<file path="config.mk">
export PLATFORM = sky130hd
export DESIGN_NAME = sparse_feature_varint_encoder
export DESIGN_NICKNAME = d
export VERILOG_FILES = /design/src/rtl/sfve_pkg.sv /design/src/rtl/sfve_serialiser.sv /design/src/rtl/sparse_feature_varint_encoder.sv
export VERILOG_INCLUDE_DIRS = /design/src /design/src/rtl
export SDC_FILE = /design/constraint.sdc
export NUM_CORES = 1
export LEC_CHECK = 0
export BUFFER_PORTS_ARGS = -buffer_cell sky130_fd_sc_hd__clkbuf_2
export CAP_MARGIN = 20
export CORE_MARGIN = 4
export CORE_UTILIZATION = 35
export DETAILED_ROUTE_END_ITERATION = 10
export GPL_ROUTABILITY_DRIVEN = 0
export SYNTH_ARGS = -nofsm -noshare
export SYNTH_HDL_FRONTEND = slang
export SYNTH_HIERARCHICAL = 1
export SYNTH_SLANG_ARGS = --single-unit
</file>
<file path="constraint.sdc">
create_clock -name clk -period 8.91 [get_ports clk]
set_input_delay 0.891 -clock clk [delete_from_list [all_inputs] [get_ports clk]]
set_output_delay 0.891 -clock clk [all_outputs]
set_load 0.05 [all_outputs]
</file>
<file path="src/rtl/sparse_feature_varint_encoder_assert.svh">
// Assertion macros for the sparse feature varint encoder.
// Expects clk and rst_n in the scope of each use; no other dependencies.
`ifndef SPARSE_FEATURE_VARINT_ENCODER_ASSERT_SVH
`define SPARSE_FEATURE_VARINT_ENCODER_ASSERT_SVH
`ifndef ASSERT_OFF
// same-cycle implication
`define SFVE_ASSERT_NOW(lbl, pre, post) \
    lbl: assert property (@(posedge clk) disable iff (!rst_n) (pre) |-> (post)) \
        else $error("sfve assertion failed");
// next-cycle implication
`define SFVE_ASSERT_NEXT(lbl, pre, post) \
    lbl: assert property (@(posedge clk) disable iff (!rst_n) (pre) |=> (post)) \
        else $error("sfve assertion failed");
`else
`define SFVE_ASSERT_NOW(lbl, pre, post)
`define SFVE_ASSERT_NEXT(lbl, pre, post)
`endif
`endif

</file>
<file path="src/rtl/sfve_pkg.sv">
// Shared types and constants for the sparse feature varint encoder.
// No dependencies.
package sfve_pkg;

    localparam logic [31:0] FLOAT_PLUS_ONE  = 32'h3F80_0000;
    localparam logic [31:0] FLOAT_MINUS_ONE = 32'hBF80_0000;

    // value flag in the two low bits of the code
    localparam logic [1:0] FLAG_PLUS_ONE = 2'd0;
    localparam logic [1:0] FLAG_NEG_ONE  = 2'd1;
    localparam logic [1:0] FLAG_GENERAL  = 2'd2;

    localparam int CODE_BITS  = 34;
    localparam int DIGIT_BITS = 7;

    // serialiser status towards the top level
    typedef struct packed {
        logic       busy;   // a byte is on offer
        logic       last;   // offered byte is the final one of the feature
        logic [7:0] data;   // offered byte
    } ser_status_t;

endpackage

</file>
<file path="src/rtl/sfve_serialiser.sv">
// Byte serialiser: shifts the varint code out 7 bits a beat, then, for a general
// value, the float word 8 bits a beat. Depends on sfve_pkg.
module sfve_serialiser
    import sfve_pkg::*;
(
    input  logic                 clk,
    input  logic                 rst_n,
    input  logic                 load,
    input  logic [CODE_BITS-1:0] load_code,
    input  logic [31:0]          load_value,
    input  logic                 load_general,
    input  logic                 step,
    output ser_status_t          status
);

    typedef enum logic {PH_VARINT, PH_FLOAT} phase_t;

    phase_t               phase_reg, phase_next;
    logic                 busy_reg, busy_next;
    logic [1:0]           fcnt_reg, fcnt_next;
    logic [CODE_BITS-1:0] code_reg, code_next;
    logic [31:0]          val_reg, val_next;
    logic                 general_reg, general_next;
    logic                 more;

    assign more = |code_reg[CODE_BITS-1:DIGIT_BITS];

    always_comb
    begin
        status.busy = busy_reg;
        if (phase_reg == PH_VARINT)
        begin
            status.data = {more, code_reg[DIGIT_BITS-1:0]};
            status.last = !more && !general_reg;
        end
        else
        begin
            status.data = val_reg[7:0];
            status.last = (fcnt_reg == 2'd3);
        end
    end

    always_comb
    begin
        phase_next   = phase_reg;
        busy_next    = busy_reg;
        fcnt_next    = fcnt_reg;
        code_next    = code_reg;
        val_next     = val_reg;
        general_next = general_reg;
        if (step)
        begin
            case (phase_reg)
                PH_VARINT:
                begin
                    if (more)
                        code_next = {{DIGIT_BITS{1'b0}}, code_reg[CODE_BITS-1:DIGIT_BITS]};
                    else if (general_reg)
                    begin
                        phase_next = PH_FLOAT;
                        fcnt_next  = 2'd0;
                    end
                    else
                        busy_next = 1'b0;
                end
                PH_FLOAT:
                begin
                    val_next  = {8'd0, val_reg[31:8]};
                    fcnt_next = fcnt_reg + 2'd1;
                    if (fcnt_reg == 2'd3)
                        busy_next = 1'b0;
                end
                default:
                    busy_next = 1'b0;
            endcase
        end
        // a load may coincide with the final step of the previous feature
        if (load)
        begin
            phase_next   = PH_VARINT;
            busy_next    = 1'b1;
            code_next    = load_code;
            val_next     = load_value;
            general_next = load_general;
        end
    end

    always_ff @(posedge clk or negedge rst_n)
    begin
        if (!rst_n)
        begin
            phase_reg <= PH_VARINT;
            busy_reg  <= 1'b0;
            fcnt_reg  <= 2'd0;
        end
        else
        begin
            phase_reg <= phase_next;
            busy_reg  <= busy_next;
            fcnt_reg  <= fcnt_next;
        end
    end

    always_ff @(posedge clk)
    begin
        code_reg    <= code_next;
        val_reg     <= val_next;
        general_reg <= general_next;
    end

endmodule

</file>
<file path="src/rtl/sparse_feature_varint_encoder.sv">
// Sparse feature varint encoder, top level. Depends on sfve_pkg, sfve_serialiser
// and sparse_feature_varint_encoder_assert.svh.
// Output: n bytes per feature, n = varint digits (1..5) plus 4 float bytes
// for a general value, so 1 to 9; the serialiser gives one byte a cycle while
// the output is free or emptied, each via the serialiser and output registers.
// Reset: asynchronous, active low; clears previous index, group byte count and
// all handshake state.
`include "sparse_feature_varint_encoder_assert.svh"
module sparse_feature_varint_encoder
    import sfve_pkg::*;
#(
    parameter int INDEX_BITS = 32
)
(
    input  logic        clk,
    input  logic        rst_n,
    input  logic        s_axis_tvalid,
    output logic        s_axis_tready,
    input  logic [63:0] s_axis_tdata,  // feature_index [31:0], value_bits [63:32]
    input  logic        s_axis_tuser,  // group_start
    input  logic        s_axis_tlast,  // group_end
    output logic        m_axis_tvalid,
    input  logic        m_axis_tready,
    output logic [39:0] m_axis_tdata,  // out_byte [7:0], group_byte_count [39:8]
    output logic        m_axis_tuser,  // item_last
    output logic        m_axis_tlast   // group_done
);

    // low INDEX_BITS bits of the index are kept
    localparam logic [32:0] IDX_ONE  = 33'd1 << INDEX_BITS;
    localparam logic [31:0] IDX_MASK = 32'(IDX_ONE - 33'd1);

    ser_status_t ser;

    logic        load;
    logic        step;
    logic [31:0] index;
    logic [31:0] base;
    logic [31:0] diff;
    logic [31:0] zig;
    logic [1:0]  flag;
    logic        general;
    logic [31:0] bytes_inc;

    logic [31:0] prev_index_reg, prev_index_next;
    logic [31:0] group_bytes_reg, group_bytes_next;
    logic        end_reg, end_next;
    logic        m_valid_reg, m_valid_next;
    logic [7:0]  m_byte_reg, m_byte_next;
    logic [31:0] m_count_reg, m_count_next;
    logic        m_item_last_reg, m_item_last_next;
    logic        m_group_done_reg, m_group_done_next;

    sfve_serialiser u_ser (
        .clk          (clk),
        .rst_n        (rst_n),
        .load         (load),
        .load_code    ({zig, flag}),
        .load_value   (s_axis_tdata[63:32]),
        .load_general (general),
        .step         (step),
        .status       (ser)
    );

    // one byte moves to the output register when it is free or being emptied
    assign step          = ser.busy && (!m_valid_reg || m_axis_tready);
    // next feature may load on the beat its predecessor's final byte leaves
    assign s_axis_tready = !ser.busy || (step && ser.last);
    assign load          = s_axis_tvalid && s_axis_tready;

    // delta against previous index (zero on a group start), then zigzag
    assign index = s_axis_tdata[31:0] & IDX_MASK;
    assign base  = s_axis_tuser ? 32'd0 : prev_index_reg;
    assign diff  = index - base;
    assign zig   = {diff[30:0], 1'b0} ^ {32{diff[31]}};

    always_comb
    begin
        if (s_axis_tdata[63:32] == FLOAT_MINUS_ONE)
            flag = FLAG_NEG_ONE;
        else if (s_axis_tdata[63:32] == FLOAT_PLUS_ONE)
            flag = FLAG_PLUS_ONE;
        else
            flag = FLAG_GENERAL;
    end
    assign general = (flag == FLAG_GENERAL);

    // saturating byte count
    assign bytes_inc = (group_bytes_reg == 32'hFFFF_FFFF) ? group_bytes_reg
                                                          : group_bytes_reg + 32'd1;

    always_comb
    begin
        prev_index_next   = prev_index_reg;
        group_bytes_next  = group_bytes_reg;
        end_next          = end_reg;
        m_valid_next      = m_valid_reg;
        m_byte_next       = m_byte_reg;
        m_count_next      = m_count_reg;
        m_item_last_next  = m_item_last_reg;
        m_group_done_next = m_group_done_reg;

        if (m_valid_reg && m_axis_tready)
            m_valid_next = 1'b0;

        if (step)
        begin
            m_valid_next      = 1'b1;
            m_byte_next       = ser.data;
            m_count_next      = bytes_inc;
            m_item_last_next  = ser.last;
            m_group_done_next = ser.last && end_reg;
            group_bytes_next  = bytes_inc;
        end

        // group start clears the count after the previous feature's last beat
        if (load)
        begin
            prev_index_next = index;
            end_next        = s_axis_tlast;
            if (s_axis_tuser)
                group_bytes_next = 32'd0;
        end
    end

    always_ff @(posedge clk or negedge rst_n)
    begin
        if (!rst_n)
        begin
            prev_index_reg  <= 32'd0;
            group_bytes_reg <= 32'd0;
            m_valid_reg     <= 1'b0;
        end
        else
        begin
            prev_index_reg  <= prev_index_next;
            group_bytes_reg <= group_bytes_next;
            m_valid_reg     <= m_valid_next;
        end
    end

    always_ff @(posedge clk)
    begin
        end_reg          <= end_next;
        m_byte_reg       <= m_byte_next;
        m_count_reg      <= m_count_next;
        m_item_last_reg  <= m_item_last_next;
        m_group_done_reg <= m_group_done_next;
    end

    assign m_axis_tvalid = m_valid_reg;
    assign m_axis_tdata  = {m_count_reg, m_byte_reg};
    assign m_axis_tuser  = m_item_last_reg;
    assign m_axis_tlast  = m_group_done_reg;

    // group done only ever on a feature's final byte
    `SFVE_ASSERT_NOW(a_done_on_last, m_valid_reg && m_group_done_reg, m_item_last_reg)
    // a non-final byte at the output means the serialiser still holds the rest
    `SFVE_ASSERT_NOW(a_rest_pending, m_valid_reg && !m_item_last_reg, ser.busy)
    // byte count follows each beat into the output register unless cleared
    `SFVE_ASSERT_NEXT(a_count_step, step && !load, group_bytes_reg == $past(bytes_inc))
    `SFVE_ASSERT_NEXT(a_count_out, step, m_count_reg == $past(bytes_inc))

endmodule
</file>
==> metrics.md, run 1 <==
| Metric | Value |
|---|---|
| CORE AREA | `0.0286 sq mm` |
| Lkg Pwr | `approximately 4.8 nW` |
| Drc violations | `0` |
| CP endpoint kind | `flop` |
| Worst vdd ir | `about 130 uV` |
| First-pass DRT Iterations | `5` |
| Root buf cell | `clkbuf_16` |
| Worst R2R Start | `u_ser/code_reg[17]$_DFFE_PP_` |
| Buf/Inv on CP | `3` |
| Final wirelength | `21600 um` |
| Warnings, synthesis | `6` |
| Final TNS setup | `0 ps` |
| Relative slew slack | `0.366` |
| Pre-CTS WS | `3730 ps` |
| Crit start category | `primary input` |
| Syn Nets | `around 1100` |
| Worst slew pin tran | `around 950 ps` |
| Register area | `around 0.0050 sq mm` |
| Layout cells sized above 1 | `0.214` |
| Clock insertion delay at the later pin of the skew report | `~430 ps` |
| Skew final | `roughly 14 ps` |
| # setup viols final | `0` |
| Hold-fix buffers, CTS | `0` |
| Period utilisation layout | `0.526` |
| Async SR Flop Fraction | `0.385` |
| Fin. max-slew vios | `0` |
| CTS tree | `built` |
| GRT Residual Overflow | `0` |
| Initial cell density of the core | `0.354` |
| Cell at the slowest stage of the critical path | `inv_1` |
| Min-delay worst type | `in2async` |
| FF-to-FF End | `u_ser/code_reg[9]$_DFFE_PP_` |
| Via/cell ratio | `~4.8` |
| Vias in the first global route | `roughly 6700` |
| Fillers | `~2800` |
| Register area share after synthesis | `0.496` |
| Crit path arrival time | `4860 ps` |
| Clk slew on worst S/H paths | `70 ps` |
| RSZ-0062 raised after global routing | `false` |
| Max Clock Freq | `0.213 GHz` |
| Post-cts resize count | `0` |
| Primary FF master, synth | `edfxtp_1` |
| Crit path max-delay family | `compound AO/OA/AOI/OAI gates` |
| Final worst slack | `4220 ps` |
| Die Wd | `between 150 and 200 um` |
| WL/cell | `around 15 um` |
| Multi-input logic area | `a little under 0.005 sq mm` |
| CP required | `slightly above 9000 ps` |
| Max FFs per register | `34` |
| Antenna-violating nets left | `0` |
| Post-route minimum period | `around 4700 ps` |
| Pwr Density | `about 230 mW/mm^2` |
| Layout area overhead | `14.6%` |
| Clock buffer depth | `2` |
| CP peak stage delay | `just under 700 ps` |
| Yosys cell types | `a little over 60` |
| Total track usage | `0.138` |
| Final Hold Vio Count | `0` |
| Outcome | `finished clean` |
| Die area | `roughly 0.032 sq mm` |
| Number of H-tree levels | `4` |
| Clk sinks | `about 180` |
| CTS Buf Count | `17` |
| Max_cap viols | `0` |
| Ant. Diodes | `0` |
| Ports | `114` |
| Die Y | `approximately 180 um` |
| Flops & latches, synth | `between 150 and 200` |
| Fin nets | `about 1200` |
| Gate Count Post-Synth | `just under 1000` |
| First-pass GRT wire length | `between 30000 and 40000 um` |
| R2r worst-path depth | `10` |
| Mapped cell area | `between 0.01 and 0.015 sq mm` |
| Site Rows | `62` |
| Final HPWL DP | `15800 um` |
| Via count | `approximately 7000` |
| Setup bufs post-CTS | `0` |
| Port Buffer Count | `roughly 110` |
| FF-to-FF setup slack | `around 4700 ps` |
| Largest net degree at the start of global routing | `66` |
| EDFF count, synth | `between 100 and 150` |
| DR iter-0 viols | `455` |
| CP most frequent cell | `a21oi_1` |
| Crit Path Category | `in2reg` |
| Antenna violations before repair | `0` |
| Crit path cell chain | `clkbuf_2, inv_1, nand2_1, ha_1, a21oi_1, nand2_1, o21ai_0, a21oi_1, a31o_2, a21oi_1, xnor2_4, buf_4, xnor2_1, mux2_2` |
| Mean post-synth cell area | `10.5 sq um` |
| Crit Path Max Fanout | `31` |
[cell families after synthesis]
| logic type | count (synthesis) | share of synthesized area |
|---|---|---|
| AOI/OAI and AO/OA | 124 | 0.0771 |
| buffers and inverters | 64 | 0.0275 |
| xor gates and xnor gates | 120 | 0.104 |
| muxes | 62 | 0.0685 |
| and+or+nand+nor | 374 | 0.174 |
| DFF | 179 | 0.496 |
| adders and majority gates | 42 | 0.0526 |
[cells in the final DEF, fill, tap and decap left out, types with 5 or more instances in the layout]
master / netlist / layout
mux2_2: 59 / 59
a31oi_1: 5 / 5
nand2b_1: 7 / 7
buf_4: 6 / 9
inv_1: 14 / 13
a21oi_1: 41 / 41
or3_1: 7 / 7
nor4_1: 10 / 10
clkbuf_2: 0 / 112
xor2_1: 49 / 49
edfxtp_1: 110 / 110
a21o_1: 17 / 17
and3_1: 10 / 10
nor2b_1: 8 / 8
and4_1: 7 / 7
nand4_1: 17 / 17
and2_1: 23 / 23
o21ai_0: 23 / 23
xnor2_1: 70 / 70
nand2_1: 184 / 184
inv_8: 0 / 5
dfrtp_1: 69 / 69
a211oi_1: 6 / 6
nor2_1: 55 / 54
nand3_1: 20 / 20
ha_1: 41 / 41
clkbuf_16: 0 / 17
nor3_1: 12 / 12
[stage by stage]
step	total power [mW]	instances	area [sq um]	hold WS [ps]	utilization
CTS	2.70	1453	11600	358	0.406
finish	2.67	1453	11600	366	0.406
detailed placement	1.96	1421	11000	462	0.386
global route	2.84	1453	11600	371	0.406
global placement	1.95	1421	11000	459	0.386
floorplan	1.77	965	10100	438	-
[layout make-up]
cell class                      count  area share
Sequential cell                   179       0.433
Clock inverter                     15      0.0126
Tap cell                          384      0.0414
Timing Repair Buffer              121      0.0541
Inverter                           15     0.00495
Clock buffer                       17      0.0366
Multi-Input combinational cell    722       0.417
[metal layers]
metal  GRT usage  vias to the layer above  share of wire
li1            -                     3565              -
met3      0.0265                       18          0.033
met2       0.239                      124           0.50
met5           0                        -              0
met1       0.178                     3312           0.45
met4      0.0355                        0          0.012
[synthesized netlist by cell type (10+ instances only)]
library cell | number | area [sq um]
nor3_1 | 12 | 60.1
dfrtp_1 | 69 | 1730
inv_1 | 14 | 52.6
nand3_1 | 20 | 100
and2_1 | 23 | 144
edfxtp_1 | 110 | 3300
clkbuf_1 | 30 | 113
nand2_1 | 184 | 691
xnor2_1 | 70 | 613
a21o_1 | 17 | 128
xor2_1 | 49 | 429
ha_1 | 41 | 513
o21ai_0 | 23 | 115
and3_1 | 10 | 62.6
nor2_1 | 55 | 206
a21oi_1 | 41 | 205
nand4_1 | 17 | 106
buf_2 | 13 | 65.1
nor4_1 | 10 | 62.6
mux2_2 | 59 | 664
[how the worst max path moves through the flow]
stage | start | endpoint | slack [ps] | cells after the start
floorplan | u_ser/code_reg[17]$_DFFE_PP_ | u_ser/code_reg[0]$_DFFE_PP_ | 4590 | 12
global placement | s_axis_tuser | u_ser/code_reg[5]$_DFFE_PP_ | 3850 | 14
detailed placement | s_axis_tuser | u_ser/code_reg[15]$_DFFE_PP_ | 3730 | 14
CTS | s_axis_tuser | u_ser/code_reg[9]$_DFFE_PP_ | 4190 | 14
global route | s_axis_tuser | u_ser/code_reg[19]$_DFFE_PP_ | 3780 | 14
finish | s_axis_tuser | u_ser/code_reg[15]$_DFFE_PP_ | 4220 | 14
[report_power, final]
| part | switching [mW] | total [mW] | internal [mW] |
|---|---|---|---|
| Sequential | 0.0733 | 1.10 | 1.03 |
| Combinational | 0.497 | 0.837 | 0.340 |
| Clock | 0.353 | 0.726 | 0.372 |
| Total | 0.924 | 2.67 | 1.74 |
Power figures use the tool's default switching activity.
==> inputs of run 2 (changes only) <==
- ABC_AREA: unset -> 1
- clock period: 8.91 -> 4.8 ns (I/O delays scaled with it)
==> metrics.md, run 2 <==
| Metric | Value |
|---|---|
| Final TNS setup | `0 ps (unchanged)` |
| CP endpoint kind | `flop (unchanged)` |
| Mean post-synth cell area | `7.11 sq um (was 10.5 sq um)` |
| WP depth | `11 (was 14)` |
| Min-delay worst type | `in2async (unchanged)` |
| Post-route minimum period | `3540 ps` |
| Antenna-violating nets left | `0 (unchanged)` |
| Dominant cell type by area after synthesis | `edfxtp_1 (unchanged)` |
| Max_cap viols | `0 (unchanged)` |
| Antenna violations before repair | `1 (was 0)` |
| Ports | `114 (unchanged)` |
| Setup bufs post-CTS | `0 (unchanged)` |
| Post-cts resize count | `0 (unchanged)` |
| Crit start category | `flop (was primary input)` |
| EDFF count, synth | `110 (unchanged)` |
| Crit path arrival time | `3920 ps (was 4860 ps)` |
| Layout cells sized above 1 | `0.120 (was 0.214)` |
| Commonest non-fill, non-tap cell in the layout | `nand2_1 (unchanged)` |
| Die Wd | `190 um (was 178 um)` |
| Outcome | `finished clean (unchanged)` |
| Gate Count Post-Synth | `1640 (was 965)` |
| Largest cells by area after synthesis | `edfxtp_1 28%, nand2_1 23%, dfrtp_1 15%, inv_1 8.1%, ha_1 4.4% (was edfxtp_1 33%, dfrtp_1 17%, nand2_1 6.8%, mux2_2 6.6%, xnor2_1 6.0%)` |
| Clock buffer depth | `2 (unchanged)` |
| CP required | `5190 ps (was 9090 ps)` |
| Top cell type's share of synthesized area | `0.283 (was 0.326)` |
| Final core utilization | `0.402 (was 0.406)` |
| Switching share of power | `0.462 (was 0.347)` |
| Async SR Flop Fraction | `0.385 (unchanged)` |
| Port Buffer Count | `113 (unchanged)` |
| Leading cell types in the layout, fill and taps excluded | `721 x nand2_1, 252 x inv_1, 112 x clkbuf_2 (was 184 x nand2_1, 112 x clkbuf_2, 110 x edfxtp_1)` |
| Crit Path Category | `reg2reg (was in2reg)` |
| Final worst slack | `1260 ps (was 4220 ps)` |
| GRT Residual Overflow | `0 (unchanged)` |
| Comb pwr share | `0.479 (was 0.314)` |
| Clk sinks | `179 (unchanged)` |
| First-pass GRT wire length | `48100 um (was 34800 um)` |
| Period utilisation layout | `0.737` |
| Ant. Diodes | `0 (unchanged)` |
| Mapped cell area | `0.0117 sq mm (was 0.0101 sq mm)` |
| CP most frequent cell | `nand2_1 (was a21oi_1)` |
| Worst vdd ir | `315 uV (was 133 uV)` |
| Relative slew slack | `0.307 (was 0.366)` |
| # setup viols final | `0 (unchanged)` |
| Die area | `0.0363 sq mm (was 0.0318 sq mm)` |
| Fillers | `3447 (was 2811)` |
| CTS tree | `built (unchanged)` |
| Pre-CTS WS | `1260 ps (was 3730 ps)` |
| Fin nets | `1848 (was 1168)` |
| CORE AREA | `0.0327 sq mm (was 0.0286 sq mm)` |
| Flops & latches, synth | `179 (unchanged)` |
| Register area share after synthesis | `0.432 (was 0.496)` |
| Syn Nets | `1752 (was 1077)` |
| Crit path cell chain | `inv_1, nand2_1, o22ai_1, nand2_1, nand2_1, nand2_2, clkinv_2, nand2_1, o21ai_0, o21bai_2, inv_1 (was clkbuf_2, inv_1, nand2_1, ha_1, a21oi_1, nand2_1, o21ai_0, a21oi_1, a31o_2, a21oi_1, xnor2_4, buf_4, xnor2_1, mux2_2)` |
| Primary FF master, synth | `edfxtp_1 (unchanged)` |
| Internal | `4.33 mW (was 1.74 mW)` |
| Drc violations | `0 (unchanged)` |
| Total track usage | `0.162 (was 0.138)` |
| DR iter-0 viols | `697 (was 455)` |
| Clock insertion delay at the later pin of the skew report | `440 ps (was 430 ps)` |
| Cell at the slowest stage of the critical path | `nand2_1 (was inv_1)` |
| Site Rows | `66 (was 62)` |
| Layout area overhead | `12.8% (was 14.6%)` |
| Clk pwr share | `0.170 (was 0.272)` |
| Yosys cell types | `38 (was 61)` |
| Crit Path Max Fanout | `55 (was 31)` |
| R2r worst-path depth | `11 (was 10)` |
| Register share of total power | `0.352 (was 0.414)` |
| Cell with the most instances after synthesis | `nand2_1 (unchanged)` |
| Via/cell ratio | `4.61 (was 4.83)` |
| First-pass DRT Iterations | `5 (unchanged)` |
| Synth cell count leaders | `721 x nand2_1, 253 x inv_1, 110 x edfxtp_1 (was 184 x nand2_1, 110 x edfxtp_1, 70 x xnor2_1)` |
| Die Y | `190 um (was 178 um)` |
| Root buf cell | `clkbuf_16 (unchanged)` |
| Clk slew on worst S/H paths | `70 ps (about the same)` |
| Pwr Density | `612 mW/mm^2 (was 229 mW/mm^2)` |
| Warnings, synthesis | `6 (unchanged)` |
| Skew final | `14.5 ps (was 13.9 ps)` |
| Worst slew pin tran | `1040 ps (was 950 ps)` |
| Fin. max-slew vios | `0 (unchanged)` |
| Vias in the first global route | `9962 (was 6662)` |
| Buf/Inv on CP | `3 (unchanged)` |
| Max Clock Freq | `0.283 GHz` |
| RSZ-0062 raised after global routing | `false (unchanged)` |
| Final HPWL DP | `21700 um (was 15800 um)` |
| CP peak stage delay | `1030 ps (was 690 ps)` |
| Number of H-tree levels | `4 (unchanged)` |
| Final Hold Vio Count | `0 (unchanged)` |
| Lkg Pwr | `6.87 nW (was 4.83 nW)` |
| WL/cell | `12.9 um (was 14.8 um)` |
| Crit path max-delay family | `simple AND/OR/NAND/NOR gates (was compound AO/OA/AOI/OAI gates)` |
| Max FFs per register | `34 (unchanged)` |
| Net load switching power | `3.71 mW (was 0.924 mW)` |
| CTS Buf Count | `17 (unchanged)` |
| Final wirelength | `28400 um (was 21600 um)` |
| Largest net degree at the start of global routing | `72 (was 66)` |
| Initial cell density of the core | `0.356 (was 0.354)` |
| Hold-fix buffers, CTS | `0 (unchanged)` |
| Via count | `10099 (was 7019)` |
## run 2: logic make-up (layout without fill, tap and decap cells)
| family | count (synthesis) | in the layout | share of synthesized area |
|---|---|---|---|
| DFF | 179 | 179 | 0.432 |
| buffers and inverters | 302 | 411 | 0.106 |
| and+or+nand+nor | 1000 | 1000 | 0.355 |
| xor gates and xnor gates | 14 | 14 | 0.0105 |
| adders and majority gates | 42 | 42 | 0.0457 |
| AOI/OAI and AO/OA | 103 | 103 | 0.0508 |
## run 2: layer usage
| layer | routed length, um | global-route usage | vias to the layer above | share of wire |
|---|---|---|---|---|
| met5 | 13 | 0 | - | 0.00046 |
| met4 | 542 | 0.0481 | 2 | 0.019 |
| met3 | 1180 | 0.0293 | 38 | 0.042 |
| met2 | 13700 | 0.281 | 206 | 0.48 |
| met1 | 12900 | 0.206 | 4581 | 0.46 |
| li1 | - | - | 5272 | - |
## run 2: stage by stage
step / hold WS (ps) / area, sq um / cells / power [mW]
2_1_floorplan: 184 / 11700 / 1640 / 5.83
3_3_place_gp: 462 / 12600 / 2159 / 6.66
3_5_place_dp: 465 / 12600 / 2159 / 6.73
4_1_cts: 219 / 13200 / 2191 / 8.12
5_1_grt: 238 / 13200 / 2191 / 8.78
6_report: 190 / 13200 / 2191 / 8.04
## run 2: worst register-to-register path, cell delays in order, from the launching register on
cell and delay (ps):
dfrtp_1 570, inv_1 260, nand2_1 190, o22ai_1 140, nand2_1 90, nand2_1 70, nand2_2 80, clkinv_2 530
nand2_1 1040, o21ai_0 210, o21bai_2 240, inv_1 60
## run 2: worst paths after layout
kind | endpoint | slack [ps] | start
max in group asynchronous | prev_index_reg[27]$_DFFE_PN0P_ | 3970 | rst_n
min in group clk | end_reg$_DFFE_PP_ | 250 | s_axis_tlast
max | group_bytes_reg[1]$_DFF_PN0_ | 1260 | u_ser/phase_reg$_DFFE_PN0N_
min | group_bytes_reg[20]$_DFF_PN0_ | 190 | rst_n
max reg2reg | group_bytes_reg[1]$_DFF_PN0_ | 1260 | u_ser/phase_reg$_DFFE_PN0N_
min reg2reg | prev_index_reg[25]$_DFFE_PN0P_ | 480 | prev_index_reg[25]$_DFFE_PN0P_
## run 2: power by group through the flow
| stage | combinational [mW] | clock (mW) | sequential, mW |
|---|---|---|---|
| final | 3.85 | 1.36 | 2.83 |
| after global routing | 4.41 | 1.46 | 2.91 |
| after CTS | 3.89 | 1.40 | 2.83 |
| after detailed placement | 3.88 | 0 | 2.86 |
| after global placement | 3.82 | 0 | 2.85 |
| after floorplan | 2.42 | 0 | 3.41 |
## run 2: layout make-up
cell class / count / area, sq um / area share
inverters: 259 / 973 / 0.0740
multi-input cells: 1159 / 5390 / 0.410
clock buffers: 20 / 489 / 0.0372
well taps: 442 / 553 / 0.0421
clock inverters: 12 / 93.8 / 0.00714
repair buffers: 120 / 621 / 0.0472
flip-flops and latches: 179 / 5030 / 0.382
==> inputs of run 3 (changes only) <==
- ABC_AREA: 1 -> 0
- clock period: 4.8 -> 3 ns (I/O delays scaled with it)
==> metrics.md, run 3 (same netlist as run 1, synthesis figures left out) <==
| Metric | Value |
|---|---|
| GRT Residual Overflow | `0 (unchanged)` |
| Fin nets | `1301 (was 1848)` |
| Crit start category | `flop (unchanged)` |
| Crit Path Max Fanout | `3 (was 55)` |
| Period utilisation layout | `0.994 (was 0.737)` |
| Fin. max-slew vios | `0 (unchanged)` |
| Internal | `5.95 mW (was 4.33 mW)` |
| Min-delay worst type | `in2reg (was in2async)` |
| Hold Path Sink | `end_reg$_DFFE_PP_` |
| Worst R2R Start | `prev_index_reg[0]$_DFFE_PN0P_ (was u_ser/phase_reg$_DFFE_PN0N_)` |
| Comb pwr share | `0.385 (was 0.479)` |
| Cell at the slowest stage of the critical path | `dfrtp_1 (was nand2_1)` |
| Fillers | `2694 (was 3447)` |
| RSZ-0062 raised after global routing | `true (was false)` |
| DR iter-0 viols | `502 (was 697)` |
| Root buf cell | `clkbuf_16 (unchanged)` |
| Leading cell types in the layout, fill and taps excluded | `178 x nand2_1, 125 x buf_4, 111 x clkbuf_2 (was 721 x nand2_1, 252 x inv_1, 112 x clkbuf_2)` |
| Final TNS setup | `0 ps (unchanged)` |
| Antenna-violating nets left | `0 (unchanged)` |
| Via count | `7715 (was 10099)` |
| Switching share of power | `0.343 (was 0.462)` |
| Layout area overhead | `31.4% (was 12.8%)` |
| Hold Crit Depth | `1` |
| CP endpoint kind | `flop (unchanged)` |
| Worst vdd ir | `402 uV (was 315 uV)` |
| Final wirelength | `23900 um (was 28400 um)` |
| First-pass DRT Iterations | `5 (unchanged)` |
| Layout cells sized above 1 | `0.349 (was 0.120)` |
| Drc violations | `0 (unchanged)` |
| Commonest non-fill, non-tap cell in the layout | `nand2_1 (unchanged)` |
| Worst slew pin tran | `718 ps (was 1040 ps)` |
| Final HPWL DP | `17100 um (was 21700 um)` |
| WL/cell | `15.1 um (was 12.9 um)` |
| Skew final | `19.2 ps (was 14.5 ps)` |
| Clock buffer depth | `2 (unchanged)` |
| Final Hold Vio Count | `0 (unchanged)` |
| First-pass GRT wire length | `37500 um (was 48100 um)` |
| Crit path cell chain | `nor2b_4, ha_4, fa_2, nand2b_4, a21oi_4, a31oi_4, o41ai_2, buf_4, nor2b_4, a31oi_2, xnor2_2, xor2_1, mux2_4 (was inv_1, nand2_1, o22ai_1, nand2_1, nand2_1, nand2_2, clkinv_2, nand2_1, o21ai_0, o21bai_2, inv_1)` |
| Site Rows | `62 (was 66)` |
| Vias in the first global route | `7505 (was 9962)` |
| Die area | `0.0318 sq mm (was 0.0363 sq mm)` |
| Register share of total power | `0.364 (was 0.352)` |
| Initial cell density of the core | `0.354 (was 0.356)` |
| Max FFs per register | `34 (unchanged)` |
| Buf/Inv on CP | `1 (was 3)` |
| CTS Buf Count | `17 (unchanged)` |
| Antenna violations before repair | `0 (was 1)` |
| Lkg Pwr | `5.72 nW (was 6.87 nW)` |
| # setup viols final | `0 (unchanged)` |
| Total track usage | `0.147 (was 0.162)` |
| FF-to-FF End | `u_ser/code_reg[21]$_DFFE_PP_ (was group_bytes_reg[1]$_DFF_PN0_)` |
| Crit Path Category | `reg2reg (unchanged)` |
| Clock insertion delay at the later pin of the skew report | `440 ps (about the same)` |
| Clk sinks | `179 (unchanged)` |
| FF-to-FF setup slack | `20 ps (was 1260 ps)` |
| Via/cell ratio | `4.86 (was 4.61)` |
| CTS tree | `built (unchanged)` |
| Die Y | `178 um (was 190 um)` |
| Multi-input logic area | `0.00532 sq mm (was 0.00539 sq mm)` |
| Crit path max-delay family | `compound AO/OA/AOI/OAI gates (was simple AND/OR/NAND/NOR gates)` |
| Final core utilization | `0.466 (was 0.402)` |
| Post-route minimum period | `2980 ps (was 3540 ps)` |
| Pwr Density | `679 mW/mm^2 (was 612 mW/mm^2)` |
| Number of H-tree levels | `4 (unchanged)` |
| Die Wd | `178 um (was 190 um)` |
| CP required | `3190 ps (was 5190 ps)` |
| Relative slew slack | `0.521 (was 0.307)` |
| CORE AREA | `0.0286 sq mm (was 0.0327 sq mm)` |
| CP most frequent cell | `nor2b_4 (was nand2_1)` |
| R2r worst-path depth | `13 (was 11)` |
| Crit path arrival time | `3170 ps (was 3920 ps)` |
| Outcome | `finished clean (unchanged)` |
| Hold wc startpoint | `s_axis_tlast` |
| Max_cap viols | `0 (unchanged)` |
| Net load switching power | `3.10 mW (was 3.71 mW)` |
| Ports | `114 (unchanged)` |
| Register area | `0.00503 sq mm (unchanged)` |
| CP peak stage delay | `380 ps (was 1030 ps)` |
| Clk pwr share | `0.250 (was 0.170)` |
| Clk slew on worst S/H paths | `70 ps (about the same)` |
| Max Clock Freq | `0.335 GHz (was 0.283 GHz)` |
| Largest net degree at the start of global routing | `51 (was 72)` |
| Port Buffer Count | `113 (unchanged)` |
## run 3: layout make-up
class	count	share of cell area
Antenna cell	1	0.000188
Inverter	15	0.00469
Multi-Input combinational cell	722	0.399
Timing Repair Buffer	254	0.137
Clock inverter	14	0.0117
Sequential cell	179	0.377
Tap cell	384	0.0361
Clock buffer	18	0.0338
## run 3: power by group through the flow
stage / registers [mW] / clock network, mW / logic (mW)
global placement: 3.33 / 0 / 2.90
global route: 3.34 / 2.44 / 3.81
detailed placement: 3.34 / 0 / 2.95
floorplan: 3.53 / 0 / 1.75
CTS: 3.29 / 2.33 / 3.02
finish: 3.30 / 2.27 / 3.48
## run 3: worst max-delay path by stage
stage                                   end                          start  cells past startpoint
2_1_floorplan  u_ser/code_reg[10]$_DFFE_PP_                   s_axis_tuser                     15
3_3_place_gp   u_ser/code_reg[21]$_DFFE_PP_  prev_index_reg[0]$_DFFE_PN0P_                     12
3_5_place_dp   u_ser/code_reg[21]$_DFFE_PP_  prev_index_reg[0]$_DFFE_PN0P_                     12
4_1_cts        u_ser/code_reg[21]$_DFFE_PP_  prev_index_reg[0]$_DFFE_PN0P_                     13
5_1_grt        u_ser/code_reg[23]$_DFFE_PP_  prev_index_reg[0]$_DFFE_PN0P_                     13
6_report       u_ser/code_reg[21]$_DFFE_PP_  prev_index_reg[0]$_DFFE_PN0P_                     13
## run 3: stage by stage
stage          instances  power, mW  hold WS, ps  instance area, sq um  setup slack (ps)
6_report            1587       9.05         52.4                 13300              17.0
5_1_grt             1586       9.59         40.9                 13300             -80.1
4_1_cts             1563       8.63         34.8                 12700              -102
3_3_place_gp        1528       6.23          403                 12000              -325
3_5_place_dp        1528       6.29          407                 12000              -279
2_1_floorplan        965       5.29         4.41                 10200              2.73
## run 3: metal layers
| layer | vias up | GRT usage | wire (um) |
|---|---|---|---|
| li1 | 3841 | - | - |
| met1 | 3715 | 0.186 | 10600 |
| met2 | 132 | 0.264 | 12200 |
| met3 | 27 | 0.0227 | 701 |
| met4 | 0 | 0.0381 | 404 |
| met5 | - | 0 | 0 |
## run 3: repair_timing
action | in CTS | in global routing
endpoints found under the setup margin | 12 | 114
cloned | 0 | 5
endpoints found under the hold margin | 48 | 0
hold buffers | 1 | 0
pin swaps | 11 | 33
setup buffers | 3 | 18
resized for setup | 17 | 68
